$ cat src/tlvd_pkg.sv
// Shared types and constants of the TLV deframer.
`timescale 1ns / 1ps
package tlvd_pkg;

  // Width of lengths, positions and the buffer size register
  localparam int LEN_W = 21;
  // Bytes skipped at the head of every buffer
  localparam int HEADER_BYTES = 8;
  // Largest buffer honored; larger buffer_length values are clamped to it
  localparam int MAX_BUFFER_BYTES = 1048576;
  // Bits of length carried by one length byte
  localparam int GROUP_BITS = 7;
  localparam logic [7:0] GROUP_MASK = 8'h7f;
  localparam logic [7:0] MORE_BIT = 8'h80;
  // Largest accumulator that can take one more group without overflow
  localparam logic [LEN_W-1:0] ACC_LIMIT = LEN_W'((1 << (LEN_W - GROUP_BITS)) - 1);

  typedef enum logic [1:0] {
    ST_DATA  = 2'd0,
    ST_EMPTY = 2'd1,
    ST_ERROR = 2'd2
  } status_e;

  typedef struct packed {
    status_e          status;
    logic [7:0]       packet_type;
    logic [7:0]       payload_byte;
    logic [LEN_W-1:0] packet_length;
    logic             first_of_packet;
    logic             last_of_packet;
  } result_t;

endpackage

$ cat src/tlv_varint_packet_deframer_top.sv
// Top level of the TLV deframer with variable-length length field.
`timescale 1ns / 1ps
// Usage:
//   Input channel: one buffer byte per request (data_byte_i, buffer_start_i),
//   taken when in_valid_i is high and in_stall_o is low. buffer_start_i marks
//   byte 0 of a buffer and restarts parsing. After a fixed header, each packet
//   is a type byte, a 7-bit-group length (MSB group first) and its payload.
//   Output channel: one request per payload byte, empty packet or error,
//   taken when out_valid_o is high and out_stall_i is low.
//   APB port: register 0 (address 0) is buffer_length, header included.
//   Throughput: one byte per cycle while in_stall_o is low; the parser is a
//   single registered step; its results enter the registered output stage.
//   Stall: one skid entry backs the output register; in_stall_o rises once
//   a result waits there and falls as soon as the output drains.
//   Reset: buffer_length is 0 and the parser is in the header phase, so bytes
//   before any buffer start produce no results until buffer_length is set.
//   After an error or the buffer end, bytes are dropped until the next start.
module tlv_varint_packet_deframer_top (
  input  logic                       clk_i,
  input  logic                       rst_ni,
  // Input bytes
  input  logic                       in_valid_i,
  output logic                       in_stall_o,
  input  logic [7:0]                 data_byte_i,
  input  logic                       buffer_start_i,
  // Results
  output logic                       out_valid_o,
  input  logic                       out_stall_i,
  output logic [1:0]                 status_o,
  output logic [7:0]                 packet_type_o,
  output logic [7:0]                 payload_byte_o,
  output logic [tlvd_pkg::LEN_W-1:0] packet_length_o,
  output logic                       first_of_packet_o,
  output logic                       last_of_packet_o,
  // Configuration
  input  logic                       psel,
  input  logic                       penable,
  input  logic                       pwrite,
  input  logic [2:0]                 paddr,
  input  logic [31:0]                pwdata,
  output logic [31:0]                prdata,
  output logic                       pready
);
  import tlvd_pkg::*;

  localparam logic REG_BUFFER_LENGTH = 1'b0;

  logic [LEN_W-1:0] buffer_length_q;
  logic             accept;
  logic             res_valid;
  result_t          res;
  result_t          out_res;
  logic             skid_full;

  // Write the buffer size register
  always_ff @(posedge clk_i or negedge rst_ni) begin
    if (!rst_ni) begin
      buffer_length_q <= '0;
    end else if (psel && penable && pwrite && pready && paddr[2] == REG_BUFFER_LENGTH) begin
      buffer_length_q <= pwdata[LEN_W-1:0];
    end
  end

  // Read back the register
  always_comb begin
    if (paddr[2] == REG_BUFFER_LENGTH) begin
      prdata = 32'(buffer_length_q);
    end else begin
      prdata = '0;
    end
  end

  assign pready = 1'b1;

  assign in_stall_o = skid_full;
  assign accept     = in_valid_i && !skid_full;

  tlvd_parse u_parse (
    .clk_i          (clk_i),
    .rst_ni         (rst_ni),
    .accept_i       (accept),
    .data_byte_i    (data_byte_i),
    .buffer_start_i (buffer_start_i),
    .buffer_length_i(buffer_length_q),
    .res_valid_o    (res_valid),
    .res_o          (res)
  );

  tlvd_skid u_skid (
    .clk_i       (clk_i),
    .rst_ni      (rst_ni),
    .res_valid_i (res_valid),
    .res_i       (res),
    .full_o      (skid_full),
    .out_valid_o (out_valid_o),
    .out_stall_i (out_stall_i),
    .out_o       (out_res)
  );

  // Spread the result onto its ports
  assign status_o          = out_res.status;
  assign packet_type_o     = out_res.packet_type;
  assign payload_byte_o    = out_res.payload_byte;
  assign packet_length_o   = out_res.packet_length;
  assign first_of_packet_o = out_res.first_of_packet;
  assign last_of_packet_o  = out_res.last_of_packet;

endmodule

$ cat src/tlvd_parse.sv
// Byte parser of the TLV deframer: header skip, type, varint length, payload.
`timescale 1ns / 1ps
module tlvd_parse (
  input  logic                     clk_i,
  input  logic                     rst_ni,
  input  logic                     accept_i,
  input  logic [7:0]               data_byte_i,
  input  logic                     buffer_start_i,
  input  logic [tlvd_pkg::LEN_W-1:0] buffer_length_i,
  output logic                     res_valid_o,
  output tlvd_pkg::result_t        res_o
);
  import tlvd_pkg::*;

  localparam logic [2:0] PH_HEADER  = 3'd0;
  localparam logic [2:0] PH_TYPE    = 3'd1;
  localparam logic [2:0] PH_LENGTH  = 3'd2;
  localparam logic [2:0] PH_PAYLOAD = 3'd3;
  localparam logic [2:0] PH_STOPPED = 3'd4;

  logic [2:0]       phase_q, phase_d;
  logic [LEN_W-1:0] pos_q, pos_d;
  logic [7:0]       type_q, type_d;
  logic [LEN_W-1:0] acc_q, acc_d;
  logic [LEN_W-1:0] rem_q, rem_d;
  logic             first_q, first_d;

  logic [LEN_W-1:0] size_w;
  logic [LEN_W-1:0] pos_cur;
  logic [LEN_W-1:0] acc_new;
  logic [LEN_W-1:0] room_w;
  logic             at_last;
  logic             res_valid;
  result_t          res;

  // Clamp the configured buffer size
  always_comb begin
    if (32'(buffer_length_i) > 32'(MAX_BUFFER_BYTES)) begin
      size_w = LEN_W'(MAX_BUFFER_BYTES);
    end else begin
      size_w = buffer_length_i;
    end
  end

  // Parse one byte and form its result
  always_comb begin
    phase_d  = phase_q;
    pos_d    = pos_q;
    type_d   = type_q;
    acc_d    = acc_q;
    rem_d    = rem_q;
    first_d  = first_q;
    res_valid = 1'b0;
    res.status          = ST_DATA;
    res.payload_byte    = '0;
    res.packet_length   = '0;
    res.first_of_packet = 1'b0;
    res.last_of_packet  = 1'b1;

    // Restart on the first byte of a buffer
    if (buffer_start_i) begin
      phase_d = PH_HEADER;
      pos_d   = '0;
      type_d  = '0;
      acc_d   = '0;
      rem_d   = '0;
      first_d = 1'b0;
    end

    pos_cur = pos_d;
    acc_new = {acc_d[LEN_W-GROUP_BITS-1:0], data_byte_i[GROUP_BITS-1:0] & GROUP_MASK[6:0]};
    room_w  = size_w - pos_cur - LEN_W'(1);
    at_last = (pos_cur + LEN_W'(1)) == size_w;

    if (phase_d == PH_STOPPED || pos_cur >= size_w) begin
      // Past the buffer end or after an error: drop the byte
      phase_d = PH_STOPPED;
    end else begin
      pos_d = pos_cur + LEN_W'(1);
      if (phase_d == PH_HEADER && pos_cur >= LEN_W'(HEADER_BYTES)) begin
        phase_d = PH_TYPE;
      end

      unique case (phase_d)
        PH_TYPE: begin
          type_d = data_byte_i;
          acc_d  = '0;
          if (at_last) begin
            res_valid = 1'b1;
            res.status = ST_ERROR;
            phase_d = PH_STOPPED;
          end else begin
            phase_d = PH_LENGTH;
          end
        end
        PH_LENGTH: begin
          if (acc_d > ACC_LIMIT) begin
            // Length no longer fits the register
            res_valid = 1'b1;
            res.status = ST_ERROR;
            res.packet_length = acc_d;
            phase_d = PH_STOPPED;
          end else begin
            acc_d = acc_new;
            if ((data_byte_i & MORE_BIT) != 8'h00) begin
              if (at_last) begin
                res_valid = 1'b1;
                res.status = ST_ERROR;
                res.packet_length = acc_new;
                phase_d = PH_STOPPED;
              end
            end else if (acc_new > room_w) begin
              res_valid = 1'b1;
              res.status = ST_ERROR;
              res.packet_length = acc_new;
              phase_d = PH_STOPPED;
            end else if (acc_new == '0) begin
              res_valid = 1'b1;
              res.status = ST_EMPTY;
              phase_d = PH_TYPE;
            end else begin
              rem_d   = acc_new;
              first_d = 1'b1;
              phase_d = PH_PAYLOAD;
            end
          end
        end
        PH_PAYLOAD: begin
          res_valid = 1'b1;
          res.status = ST_DATA;
          res.payload_byte = data_byte_i;
          res.packet_length = acc_d;
          res.first_of_packet = first_d;
          res.last_of_packet = (rem_d <= LEN_W'(1));
          first_d = 1'b0;
          if (rem_d <= LEN_W'(1)) begin
            rem_d   = '0;
            phase_d = PH_TYPE;
          end else begin
            rem_d = rem_d - LEN_W'(1);
          end
        end
        default: begin
          // Header byte: skip
        end
      endcase
    end

    res.packet_type = type_d;
  end

  // Advance the parse state on every accepted byte
  always_ff @(posedge clk_i or negedge rst_ni) begin
    if (!rst_ni) begin
      phase_q <= PH_HEADER;
      pos_q   <= '0;
      type_q  <= '0;
      acc_q   <= '0;
      rem_q   <= '0;
      first_q <= 1'b0;
    end else if (accept_i) begin
      phase_q <= phase_d;
      pos_q   <= pos_d;
      type_q  <= type_d;
      acc_q   <= acc_d;
      rem_q   <= rem_d;
      first_q <= first_d;
    end
  end

  assign res_valid_o = accept_i && res_valid;
  assign res_o       = res;

  // A payload result only comes out of the payload phase of a running buffer
  a_data_from_payload: assert property (@(posedge clk_i) disable iff (!rst_ni)
    (res_valid_o && res_o.status == ST_DATA) |-> (phase_q == PH_PAYLOAD && !buffer_start_i))
    else $error("payload result outside payload phase");

  // An error result stops the parser
  a_error_stops: assert property (@(posedge clk_i) disable iff (!rst_ni)
    (res_valid_o && res_o.status == ST_ERROR) |=> (phase_q == PH_STOPPED))
    else $error("parser kept running after an error");

  // Payload phase always has bytes left to deliver
  a_payload_left: assert property (@(posedge clk_i) disable iff (!rst_ni)
    (phase_q == PH_PAYLOAD) |-> (rem_q != '0 && rem_q <= acc_q))
    else $error("payload count out of range");

  // Position never runs past the largest buffer
  a_pos_bound: assert property (@(posedge clk_i) disable iff (!rst_ni)
    32'(pos_q) <= 32'(MAX_BUFFER_BYTES))
    else $error("byte position past largest buffer");

endmodule

$ cat src/tlvd_skid.sv
// Output register with one skid entry for the TLV deframer results.
`timescale 1ns / 1ps
module tlvd_skid (
  input  logic              clk_i,
  input  logic              rst_ni,
  input  logic              res_valid_i,
  input  tlvd_pkg::result_t res_i,
  output logic              full_o,
  output logic              out_valid_o,
  input  logic              out_stall_i,
  output tlvd_pkg::result_t out_o
);
  import tlvd_pkg::*;

  logic    out_valid_q;
  logic    skid_valid_q;
  result_t out_q;
  result_t skid_q;
  logic    out_take;

  assign out_take = out_valid_q && !out_stall_i;

  // Track which stages hold a request
  always_ff @(posedge clk_i or negedge rst_ni) begin
    if (!rst_ni) begin
      out_valid_q  <= 1'b0;
      skid_valid_q <= 1'b0;
    end else if (skid_valid_q) begin
      if (out_take) begin
        skid_valid_q <= 1'b0;
      end
    end else if (res_valid_i) begin
      if (out_valid_q && !out_take) begin
        skid_valid_q <= 1'b1;
      end else begin
        out_valid_q <= 1'b1;
      end
    end else if (out_take) begin
      out_valid_q <= 1'b0;
    end
  end

  // Move payloads: skid drains first, new results fill whichever stage is free
  always_ff @(posedge clk_i) begin
    if (skid_valid_q) begin
      if (out_take) begin
        out_q <= skid_q;
      end
    end else if (res_valid_i) begin
      if (out_valid_q && !out_take) begin
        skid_q <= res_i;
      end else begin
        out_q <= res_i;
      end
    end
  end

  assign full_o      = skid_valid_q;
  assign out_valid_o = out_valid_q;
  assign out_o       = out_q;

  // The skid entry is only used behind a held output request
  a_skid_behind_out: assert property (@(posedge clk_i) disable iff (!rst_ni)
    skid_valid_q |-> out_valid_q)
    else $error("skid entry without output request");

  // No result arrives while the skid entry is occupied
  a_no_overrun: assert property (@(posedge clk_i) disable iff (!rst_ni)
    skid_valid_q |-> !res_valid_i)
    else $error("result lost on full skid");

endmodule
$ cat config.mk
export PLATFORM = sky130hd
export DESIGN_NAME = tlv_varint_packet_deframer_top
export DESIGN_NICKNAME = d
export VERILOG_FILES = /design/src/tlvd_pkg.sv /design/src/tlv_varint_packet_deframer_top.sv /design/src/tlvd_parse.sv /design/src/tlvd_skid.sv
export SDC_FILE = /design/constraint.sdc
export NUM_CORES = 1
export LEC_CHECK = 0
export BUFFER_PORTS_ARGS = -buffer_cell sky130_fd_sc_hd__clkbuf_2
export CORE_ASPECT_RATIO = 0.5
export CORE_MARGIN = 8
export CORE_UTILIZATION = 50
export DETAILED_ROUTE_END_ITERATION = 16
export MAX_ROUTING_LAYER = met4
export PLACE_DENSITY = 0.69
export SLEW_MARGIN = 5
export SYNTH_ARGS = -nofsm -noshare
export SYNTH_HDL_FRONTEND = slang
export SYNTH_SLANG_ARGS = --single-unit
export TNS_END_PERCENT = 1
$ cat constraint.sdc
create_clock -name clk_i -period 11 [get_ports clk_i]
set_clock_uncertainty 0.05 [all_clocks]
set_input_delay 1.1 -clock clk_i [delete_from_list [all_inputs] [get_ports clk_i]]
set_output_delay 1.1 -clock clk_i [all_outputs]
set_load 0.03 [all_outputs]
==> results of run 1 <==
## cell type report
class / instances / area [sq um] / share of cell area
clock inverters: 14 / 127.6 / 0.009343
multi-input cells: 990 / 6865 / 0.5026
flip-flops and latches: 180 / 4915 / 0.3598
clock buffers: 18 / 429.2 / 0.03142
repair buffers: 118 / 635.6 / 0.04653
well taps: 336 / 420.4 / 0.03078
inverters: 71 / 266.5 / 0.01951
## cell families (layout without fill, tap and decap cells)
| family | after synthesis | in the layout |
|---|---|---|
| flip-flops | 180 | 180 |
| buffers and inverters | 151 | 221 |
| multiplexers | 80 | 80 |
| adder cells (fa/ha/maj) | 66 | 66 |
| XOR/XNOR | 41 | 41 |
| AO/OA/AOI/OAI | 337 | 337 |
| AND/OR/NAND/NOR | 454 | 454 |
| other | 2 | 12 |
## cells in the final DEF, fill, tap and decap left out, types with 24 or more instances in the layout
| master | netlist | layout |
|---|---|---|
| nor2b_1 | 52 | 52 |
| mux2_2 | 64 | 64 |
| edfxtp_1 | 82 | 82 |
| a22o_1 | 35 | 35 |
| xnor2_1 | 27 | 27 |
| dfrtp_1 | 98 | 98 |
| clkbuf_2 | 0 | 100 |
| ha_1 | 65 | 65 |
| nand2_1 | 121 | 121 |
| nor2_1 | 113 | 113 |
| a21oi_1 | 66 | 63 |
| inv_1 | 67 | 67 |
| nand3_1 | 27 | 27 |
| o21ai_0 | 65 | 64 |
| nor3_1 | 32 | 31 |
| nor4_1 | 24 | 24 |
## metal layers
metal  GRT usage  share of wire  vias to the layer above  wire (um)
li1            -              -                     4937          -
met1      0.3269           0.45                     5144      16550
met2      0.3724           0.44                      530      16230
met3     0.04678          0.083                       55       3029
met4     0.07369          0.020                        0        724
met5           -              0                        -          0
## power groups by stage
stage               Sequential, W  Combinational (W)  Clock (W)
finish                   0.000808           0.000710   0.000596
global route             0.000814           0.000783   0.000629
CTS                      0.000805           0.000703   0.000606
detailed placement       0.000819           0.000698          0
global placement         0.000816           0.000679          0
floorplan                0.000793           0.000534          0
## stage by stage
stage               setup WS (ps)  total power [W]
floorplan                    2308         0.001328
global placement             2852         0.001495
detailed placement           2715         0.001517
CTS                          3158         0.002114
global route                 2688         0.002226
finish                       3028         0.002114
## registers in the layout, indices dropped and copies added, names as in the netlist
signal / count
u_skid.out_valid_o: 1
u_parse.rem_q: 21
u_parse.acc_q: 21
buffer_length_q: 21
u_parse.type_q: 8
u_skid.full_o: 1
u_skid.out_o: 41
u_skid.skid_q: 41
u_parse.first_q: 1
u_parse.pos_q: 21
u_parse.phase_q: 3
## worst max-delay path by stage
| stage | from | to | cells past startpoint | slack [ps] |
|---|---|---|---|---|
| finish | buffer_start_i | u_skid.out_o[34]$_DFFE_PP_ | 24 | 3030 |
| global route | buffer_start_i | u_skid.out_o[34]$_DFFE_PP_ | 24 | 2690 |
| CTS | buffer_start_i | u_skid.out_o[34]$_DFFE_PP_ | 24 | 3160 |
| detailed placement | buffer_start_i | u_skid.out_o[0]$_DFFE_PP_ | 24 | 2710 |
| global placement | buffer_start_i | u_skid.out_o[0]$_DFFE_PP_ | 24 | 2850 |
| floorplan | buffer_start_i | u_skid.out_o[0]$_DFFE_PP_ | 26 | 2310 |
==> metrics.txt, run 1 <==
first-pass GRT wire length=57,610 um; Max Cap Viol=0; Setup violations, final=0; Max Slew Vio Count=0; maximum fanout along the worst path=41; leak pwr=6.105 nW; Filler Cells Inserted=2,173; minimum clock period=7972 ps; Final Instance Count excl. Fillers=1,727; # H-tree levels=4; Cells after Synth=1,311; 1st-pass router iterations=6; largest net degree at the start of global routing=66; Tightest Hold Check Type=flop to flop; FFs w/ async S/R, synth=0.5444; Setup CP Type=input pin to flop; syn avg cell area=9.424 sq um; Seq/Total Area, Yosys=0.3978; I/O pin cnt=127; Layout Nets=1,495; most common cell in the netlist=nand2_1; die area=0.03030 sq mm; power per cell area=154.8 mW/mm^2; half-perimeter wire length after placement=26,350 um; Startpoint Class=input pin; fin util=0.5662; WHS Endpoint=u_parse.pos_q[20]$_DFFE_PN0P_; Max VDD drop=0.00008788 V; Placer Congestion=0.9538; RSZ-0062 raised after global routing=no; CP Capture Type=flop; Synth top cells by count=nand2_1 (121), nor2_1 (113), dfrtp_1 (98); combinational power share=0.336; PostCTS Resize Cnt=0; Final Instance Area=0.01366 sq mm; HP Start=u_parse.pos_q[20]$_DFFE_PN0P_; Layout area overhead=10.56%; postcts setup bufs=0; length in cells of the worst reg-to-reg path=24; Hold Slack=456.8 ps; CTS tree=done; reg2reg end=u_skid.out_o[34]$_DFFE_PP_; DR WL/cell=21.15 um; Clock power frac=0.282; Area contributors post-synth=edfxtp_1 (20%), dfrtp_1 (20%), ha_1 (6.6%), mux2_2 (5.8%), nand2_1 (3.7%); Cell Int Power=0.001339 W; GRT Total Usage=0.2437; Sink Count=180; CTS max path bufs=2; Top FF cell, synth=dfrtp_1; post-synthesis adder-cell area fraction=0.06745; n_diodes=0; Switching Power=0.0007753 W; Fin. Hold Viols=0; synthesized area=0.01235 sq mm; number of synthesized flops with an enable pin=82; drt initial violations=1,142; clk slew on worst S/H paths=70 ps; Worst R2R Start=buffer_length_q[20]$_DFFE_PN0P_; top-area cell type share of the netlist area=0.1993; Die H=127.2 um; Synth Register Bits=180; Syn. warnings=0; compound-gate portion of the synthesized area=0.1918; Critical Path AT=8060 ps; I/O Buffers=101; Flop pwr share=0.382; FP Rows=40; initial core utilization=0.5121; antenna viol nets, final=0; DR vias/cell=6.176; Relative slew margins=0.2173; Buf+Inv Stages, Crit Path=4; CP cell instances=clkbuf_2, inv_2, nand2_1, ha_1, a21o_1, a21oi_1, nand2b_1, a21boi_0, o211a_1, or3_1, a311o_1, a21oi_1, xor2_1, ha_1, nand3_1, nor3_1, inv_1, nor4_1, o21ai_0, nor3_2, nor4_1, o21ai_0, a32oi_4, buf_4; r2r setup slk=3410 ps; largest family of logic cells by synthesized area=compound AO/OA/AOI/OAI gates; simple-gate share of the synthesized area=0.1868; Fmax=125.4 MHz; Largest stage delay, worst path=760 ps; Total Routed Length=36,530 um; period utilization=0.7247; Crit path max-delay family=compound AO/OA/AOI/OAI gates; setup TNS=0 ps; CTS Buf Count=17; vias in the first global route=10,366; Net Sw Frac=0.3668; dpl cells=1,695; worst hold stages=1; drc violations=0; Root Buffer=clkbuf_16; worst-margin pin slew=1166 ps; via count=10,666; largest area contributor in the netlist=edfxtp_1; Hold Buf Count CTS=0; Placed Area=0.01310 sq mm; multiplexer share of the synthesized area=0.07130; synth unique cells=91; grt ovf=0; xor/xnor share of the synthesized area=0.03129; initial antenna violation count=0; layout cell share with drive strength beyond 1=0.1733; status=finished, final reports clean; Clock Latency Late Sink=450 ps; CP Data Required Time=11,090 ps; Die X=238.3 um; slowest CP cell=inv_2; core area=0.02412 sq mm
No activity file was read; power rests on OpenSTA's default activity.
==> inputs of run 2 (changes only) <==
Settings changed: PLACE_DENSITY 0.69 to 0.72.
Clock period 11 ns to 7.25 ns, I/O delays scaled along.
==> run 2 against run 1 <==
  * Sequential share of layout area is 0.29 points lower
  * Register-to-register slack worse by 2900 ps
  * Count of clock-buffer cells in the layout stayed put
  * Setup slack worse by 2600 ps
  * Wire length is 0.71% lower
  * Global-route usage is 0.14 points higher
  * Final cell count is 0.58% higher
  * Critical endpoint is now u_skid.skid_q[24]$_DFFE_PP_
==> metrics.txt, run 2 (synthesized netlist as in run 1, its figures left out) <==
status=finished, final reports clean; minimum clock period=6775 ps; Relative slew margins=0.2881 (+0.07078); Setup WS post-layout=475.1 ps (-2553 ps); die area=0.03030 sq mm (unchanged); CTS Buf Count=17 (unchanged); initial core utilization=0.5121 (unchanged); Die H=127.2 um (unchanged); Startpoint Class=flop; Max Cap Viol=0 (unchanged); Root Buffer=clkbuf_16; Fmax=147.6 MHz; Max Used Layer=met4; wire length on met1=16,280 um (-1.6%); Placer Congestion=0.9709 (+1.8%); layout cell share with drive strength beyond 1=0.1806 (+0.007329); Net Sw Frac=0.3708 (+0.004064); leak pwr=6.204 nW (+1.6%); Sink Count=180 (unchanged); Die X=238.3 um (unchanged); drc violations=0 (unchanged); fin util=0.5709 (+0.004617); Fin. Hold Viols=0 (unchanged); power per cell area=236.9 mW/mm^2 (+53%); Max Slew Vio Count=0 (unchanged); postcts setup bufs=0 (unchanged); DR WL/cell=20.88 um (-1.3%); Hold Buf Count CTS=0 (unchanged); vias in the first global route=10,511 (+1.4%); Post-Place Worst Slack=542.2 ps (-2172 ps); n_diodes=0 (unchanged); Switching Power=0.001210 W (+56%); Flop pwr share=0.376 (-0.006); PostCTS Resize Cnt=0 (unchanged); CTS tree=done; period utilization=0.9345; Final Instance Area=0.01377 sq mm (+0.81%); Critical Path AT=6880 ps (-1180 ps); Clock Latency Late Sink=450 ps (about the same); initial antenna violation count=0 (unchanged); met2 WL=16,170 um (-0.33%); CP Data Required Time=7350 ps (-3740 ps); core area=0.02412 sq mm (unchanged); GRT Total Usage=0.2451 (+0.001441); worst-margin pin slew=1057 ps (-109.5 ps); Layout area overhead=11.46%; CP Capture Type=flop; Placed Area=0.01318 sq mm (+0.57%); 1st-pass router iterations=6 (unchanged); maximum fanout along the worst path=31 (-24%); Clock power frac=0.292 (+0.010); drt initial violations=1,204 (+5.4%); Cell Int Power=0.002052 W (+53%); I/O Buffers=101 (unchanged); setup TNS=0 ps (unchanged); I/O pin cnt=127 (unchanged); half-perimeter wire length after placement=26,360 um (about the same); # H-tree levels=4 (unchanged); met3 routed WL=3067 um (+1.3%); largest net degree at the start of global routing=64 (-3.0%); first-pass GRT wire length=57,970 um (+0.62%); most frequent cells in the layout=nand2_1 (121), nor2_1 (113), clkbuf_2 (100); clk slew on worst S/H paths=70 ps (about the same); Max VDD drop=0.0001693 V (+93%); combinational power share=0.332 (-0.004); Total Routed Length=36,270 um (-0.71%); Tightest Hold Check Type=input pin to asynchronous set/reset pin; FP Rows=40 (unchanged); commonest non-fill, non-tap cell in the layout=nand2_1; Setup violations, final=0 (unchanged); CTS max path bufs=2 (unchanged); DR vias/cell=6.206 (+0.49%); Layout Nets=1,505 (+0.67%); RSZ-0062 raised after global routing=no; Setup CP Type=flop to flop; via count=10,780 (+1.1%); grt ovf=0 (unchanged); antenna viol nets, final=0 (unchanged); Tot Pwr=0.003262 W (+54%)
-- run 2: cell count changes in the layout (fill, tap and decap cells not counted), sizes merged --
cell | before | now
buf | 18 | 28
clkinv | 8 | 4
clkinvlp | 3 | 2
inv | 73 | 78
-- run 2: power by group through the flow --
stage,sequential [W],combinational (W),clock (W)
floorplan,0.00120,0.000811,0
global placement,0.00124,0.00103,0
detailed placement,0.00124,0.00106,0
CTS,0.00122,0.00107,0.000965
global route,0.00124,0.00120,0.00100
finish,0.00123,0.00108,0.000952
-- run 2: path summary, 6_finish.rpt --
kind                                                      from                         endpoint  slack, ps  cells past startpoint
worst max-delay path            buffer_length_q[3]$_DFFE_PN0P_      u_skid.skid_q[24]$_DFFE_PP_        480                     25
worst min-delay path                                    rst_ni   buffer_length_q[3]$_DFFE_PN0P_        170                      1
worst max register to register  buffer_length_q[3]$_DFFE_PN0P_      u_skid.skid_q[24]$_DFFE_PP_        480                     25
worst min register to register   u_parse.type_q[1]$_DFFE_PN0P_    u_parse.type_q[1]$_DFFE_PN0P_        460                      1
max in group asynchronous                               rst_ni    u_parse.type_q[5]$_DFFE_PN0P_       5710                      2
min in group clk_i                                  pwdata[17]  buffer_length_q[17]$_DFFE_PN0P_        450                      2
-- run 2: cell type report --
type,instances,area (sq um)
Clock buffer,18,429.2
Clock inverter,14,163.9
Tap cell,336,420.4
Timing Repair Buffer,128,710.7
Multi-Input combinational cell,990,6865
Sequential cell,180,4915
Inverter,71,266.5
Fill cell,2146,10350
-- run 2: metal layers --
layer / track usage / up-vias
li1: - / 4947
met1: 0.3319 / 5182
met2: 0.3682 / 581
met3: 0.04785 / 70
met4: 0.07944 / 0
met5: - / -
-- run 2: worst max-delay path: stages, from the launching register on --
cell      delay (ps)
dfrtp_1          470
nor4_1           400
nand3_1          180
o31ai_2          290
nand2_1          140
inv_1             90
ha_1             270
and4_1           270
and3_1           210
o211a_1          140
or3_1            440
a31o_2           260
a21oi_1          180
xor2_1           100
ha_1             300
nand3_1           90
o221ai_1         230
a31o_2           190
a21oi_1           80
o21ai_0          340
nor3_2           110
nor4_1           170
o21ai_0          160
buf_4            200
a21oi_4          760
buf_4            350
-- run 2: per-stage QoR --
step | std cells | hold slack, ps
floorplan | 1321 | 379.4
global placement | 1705 | 431.4
detailed placement | 1705 | 437.4
CTS | 1737 | 165.2
global route | 1737 | 193.7
finish | 1737 | 170.9
==> inputs of run 3 (changes only) <==
Settings changed: CORE_ASPECT_RATIO 0.5 to unset, CORE_UTILIZATION 50 to 35, GPL_ROUTABILITY_DRIVEN set to 0, PLACE_DENSITY 0.72 to unset.
==> run 3 against run 2 <==
  * Maximum frequency up 2.9%
  * Sequential share of layout area down 0.44 points
  * First-iteration DRC count down 13%
  * Register-to-register slack gained 190 ps
  * Final cell count grew 7.2%
  * Critical path type unchanged
  * Global-route usage shrank 7.1 points
  * Critical endpoint is now u_skid.skid_q[26]$_DFFE_PP_
  * Flip-flop and latch count unchanged
  * Total power up 0.67%
  * Design area increased by 1.2%
  * Combinational power hardly changed
  * Worst hold slack gained 45 ps
  * Non-clock buffer count is 1 lower
==> metrics.txt, run 3 (synthesized netlist as in run 1, its figures left out) <==
status=finished, final reports clean; core area=0.03514 sq mm (+46%); # H-tree levels=4 (unchanged); die area=0.04157 sq mm (+37%); clk slew on worst S/H paths=80 ps (about the same); Worst R2R Start=buffer_length_q[0]$_DFFE_PN0P_; RSZ-0062 raised after global routing=no; CTS Buf Count=17 (unchanged); Clock Latency Late Sink=450 ps (about the same); drc violations=0 (unchanged); antenna viol nets, final=0 (unchanged); Hold Buf Count CTS=0 (unchanged); dpl cells=1,829 (+7.3%); maximum fanout along the worst path=25 (-19%); Setup violations, final=0 (unchanged); vias in the first global route=10,155 (-3.4%); I/O pin cnt=127 (unchanged); Fin. Hold Viols=0 (unchanged); Max Cap Viol=0 (unchanged); Max Slew Vio Count=0 (unchanged); initial antenna violation count=1 (+1); DR vias/cell=5.653 (-8.9%); drt initial violations=1,052 (-13%); Total Routed Length=35,960 um (-0.86%); CP Capture Type=flop; critical path endpoint=u_skid.skid_q[26]$_DFFE_PP_; postcts setup bufs=0 (unchanged); Die H=203.9 um (+60%); Sink Count=180 (unchanged); Die X=203.9 um (-14%); CP Data Required Time=7360 ps (about the same); 1st-pass router iterations=7 (+1); CTS max path bufs=2 (unchanged); most frequent cells in the layout=nand2_1 (121), nor2_1 (113), clkbuf_2 (100); Root Buffer=clkbuf_16; Final Instance Count excl. Fillers=1,862 (+7.2%); DR WL/cell=19.31 um (-7.5%); via count=10,526 (-2.4%); I/O Buffers=101 (unchanged); period utilization=0.9084 (-0.02604); Setup CP Type=flop to flop; worst-margin pin slew=1259 ps (+201.9 ps); length in cells of the worst reg-to-reg path=22 (-12%); commonest non-fill, non-tap cell in the layout=nand2_1; Fmax=151.8 MHz (+2.9%); power per cell area=235.5 mW/mm^2 (-0.57%); setup TNS=0 ps (unchanged); beginning of the critical path=buffer_length_q[0]$_DFFE_PN0P_; Layout Nets=1,504 (-0.066%); Max VDD drop=0.0001963 V (+16%); layout cell share with drive strength beyond 1=0.1814 (+0.0008433); leak pwr=6.179 nW (-0.41%); first-pass GRT wire length=56,760 um (-2.1%); grt ovf=0 (unchanged); minimum clock period=6586 ps (-188.8 ps); half-perimeter wire length after placement=26,190 um (-0.61%); Startpoint Class=flop; CTS tree=done; FP Rows=69 (+73%); PostCTS Resize Cnt=0 (unchanged); largest net degree at the start of global routing=55 (-14%); Tightest Hold Check Type=input pin to asynchronous set/reset pin; initial core utilization=0.3516 (-0.1605); Critical Path AT=6690 ps (-190 ps); Relative slew margins=0.1579 (-0.1303); reg2reg end=u_skid.skid_q[26]$_DFFE_PP_; Layout area overhead=12.85%; GRT Total Usage=0.1745 (-0.07063); r2r setup slk=660 ps (+190 ps)
==> run 3: cell count changes in the layout (fill, tap and decap cells not counted) <==
cell / previous run / this run
inv_8: 3 / 4
nor2b_2: 0 / 1
clkinvlp_4: 2 / 1
clkbuf_1: 1 / 0
inv_12: 0 / 3
inv_6: 6 / 4
nor2b_1: 52 / 51
clkinv_8: 2 / 3
buf_4: 28 / 27
bufinv_16: 1 / 0
diode_2: 0 / 1
==> run 3: final cells by class <==
class / count / area [sq um]
Fill cell: 3459 / 21200
Multi-Input combinational cell: 990 / 6868
Sequential cell: 180 / 4915
Timing Repair Buffer: 127 / 703.2
Tap cell: 461 / 576.8
Clock buffer: 17 / 425.4
Inverter: 71 / 266.5
Clock inverter: 15 / 185.2
Antenna cell: 1 / 2.502
==> run 3: through the flow <==
step             util  hold slack (ps)  worst slack [ps]  instance area, sq um  power [W]
2_1_floorplan       -            379.4            -51.61                 12410   0.002014
3_3_place_gp   0.3793            430.6             720.0                 13330   0.002290
3_5_place_dp   0.3793            444.0             602.7                 13330   0.002307
4_1_cts        0.3967            245.5             650.4                 13940   0.003294
5_1_grt        0.3968            265.9             192.8                 13940   0.003461
6_report       0.3968            215.7             663.9                 13940   0.003284
==> run 3: critical path: stages (launching register included) <==
cell,delay [ps]
dfrtp_1,430
or4_1,590
o31ai_2,320
nand2_1,150
inv_1,80
ha_1,260
and4_1,250
and3_1,200
o211a_1,140
or3_1,430
a31o_2,250
a21oi_1,180
xor2_1,90
ha_1,290
nand3_1,100
o221ai_1,200
a31o_2,170
a21oi_1,90
o21ai_0,360
nor3_2,110
o32a_1,500
a21oi_4,700
buf_4,310
==> run 3: power by group <==
| group | internal [W] | total [W] | switching (W) |
|---|---|---|---|
| Clock | 0.000476 | 0.000987 | 0.000512 |
| Sequential | 0.00113 | 0.00122 | 0.0000929 |
| Combinational | 0.000429 | 0.00107 | 0.000645 |
| Total | 0.00203 | 0.00328 | 0.00125 |
==> run 3: worst min-delay path by stage <==
stage,from,slack [ps],cells after the start,to
2_1_floorplan,rst_ni,380,0,buffer_length_q[0]$_DFFE_PN0P_
3_3_place_gp,u_parse.type_q[7]$_DFFE_PN0P_,430,1,u_parse.type_q[7]$_DFFE_PN0P_
3_5_place_dp,u_parse.type_q[6]$_DFFE_PN0P_,440,1,u_parse.type_q[6]$_DFFE_PN0P_
4_1_cts,rst_ni,250,1,buffer_length_q[19]$_DFFE_PN0P_
5_1_grt,rst_ni,270,1,buffer_length_q[19]$_DFFE_PN0P_
6_report,rst_ni,220,1,buffer_length_q[19]$_DFFE_PN0P_
==> run 3: routing by layer <==
metal	GRT usage	up-vias	share of wire
li1	-	4957	-
met1	0.2347	5077	0.46
met2	0.2605	422	0.44
met3	0.03027	70	0.066
met4	0.06423	0	0.034
met5	-	-	0
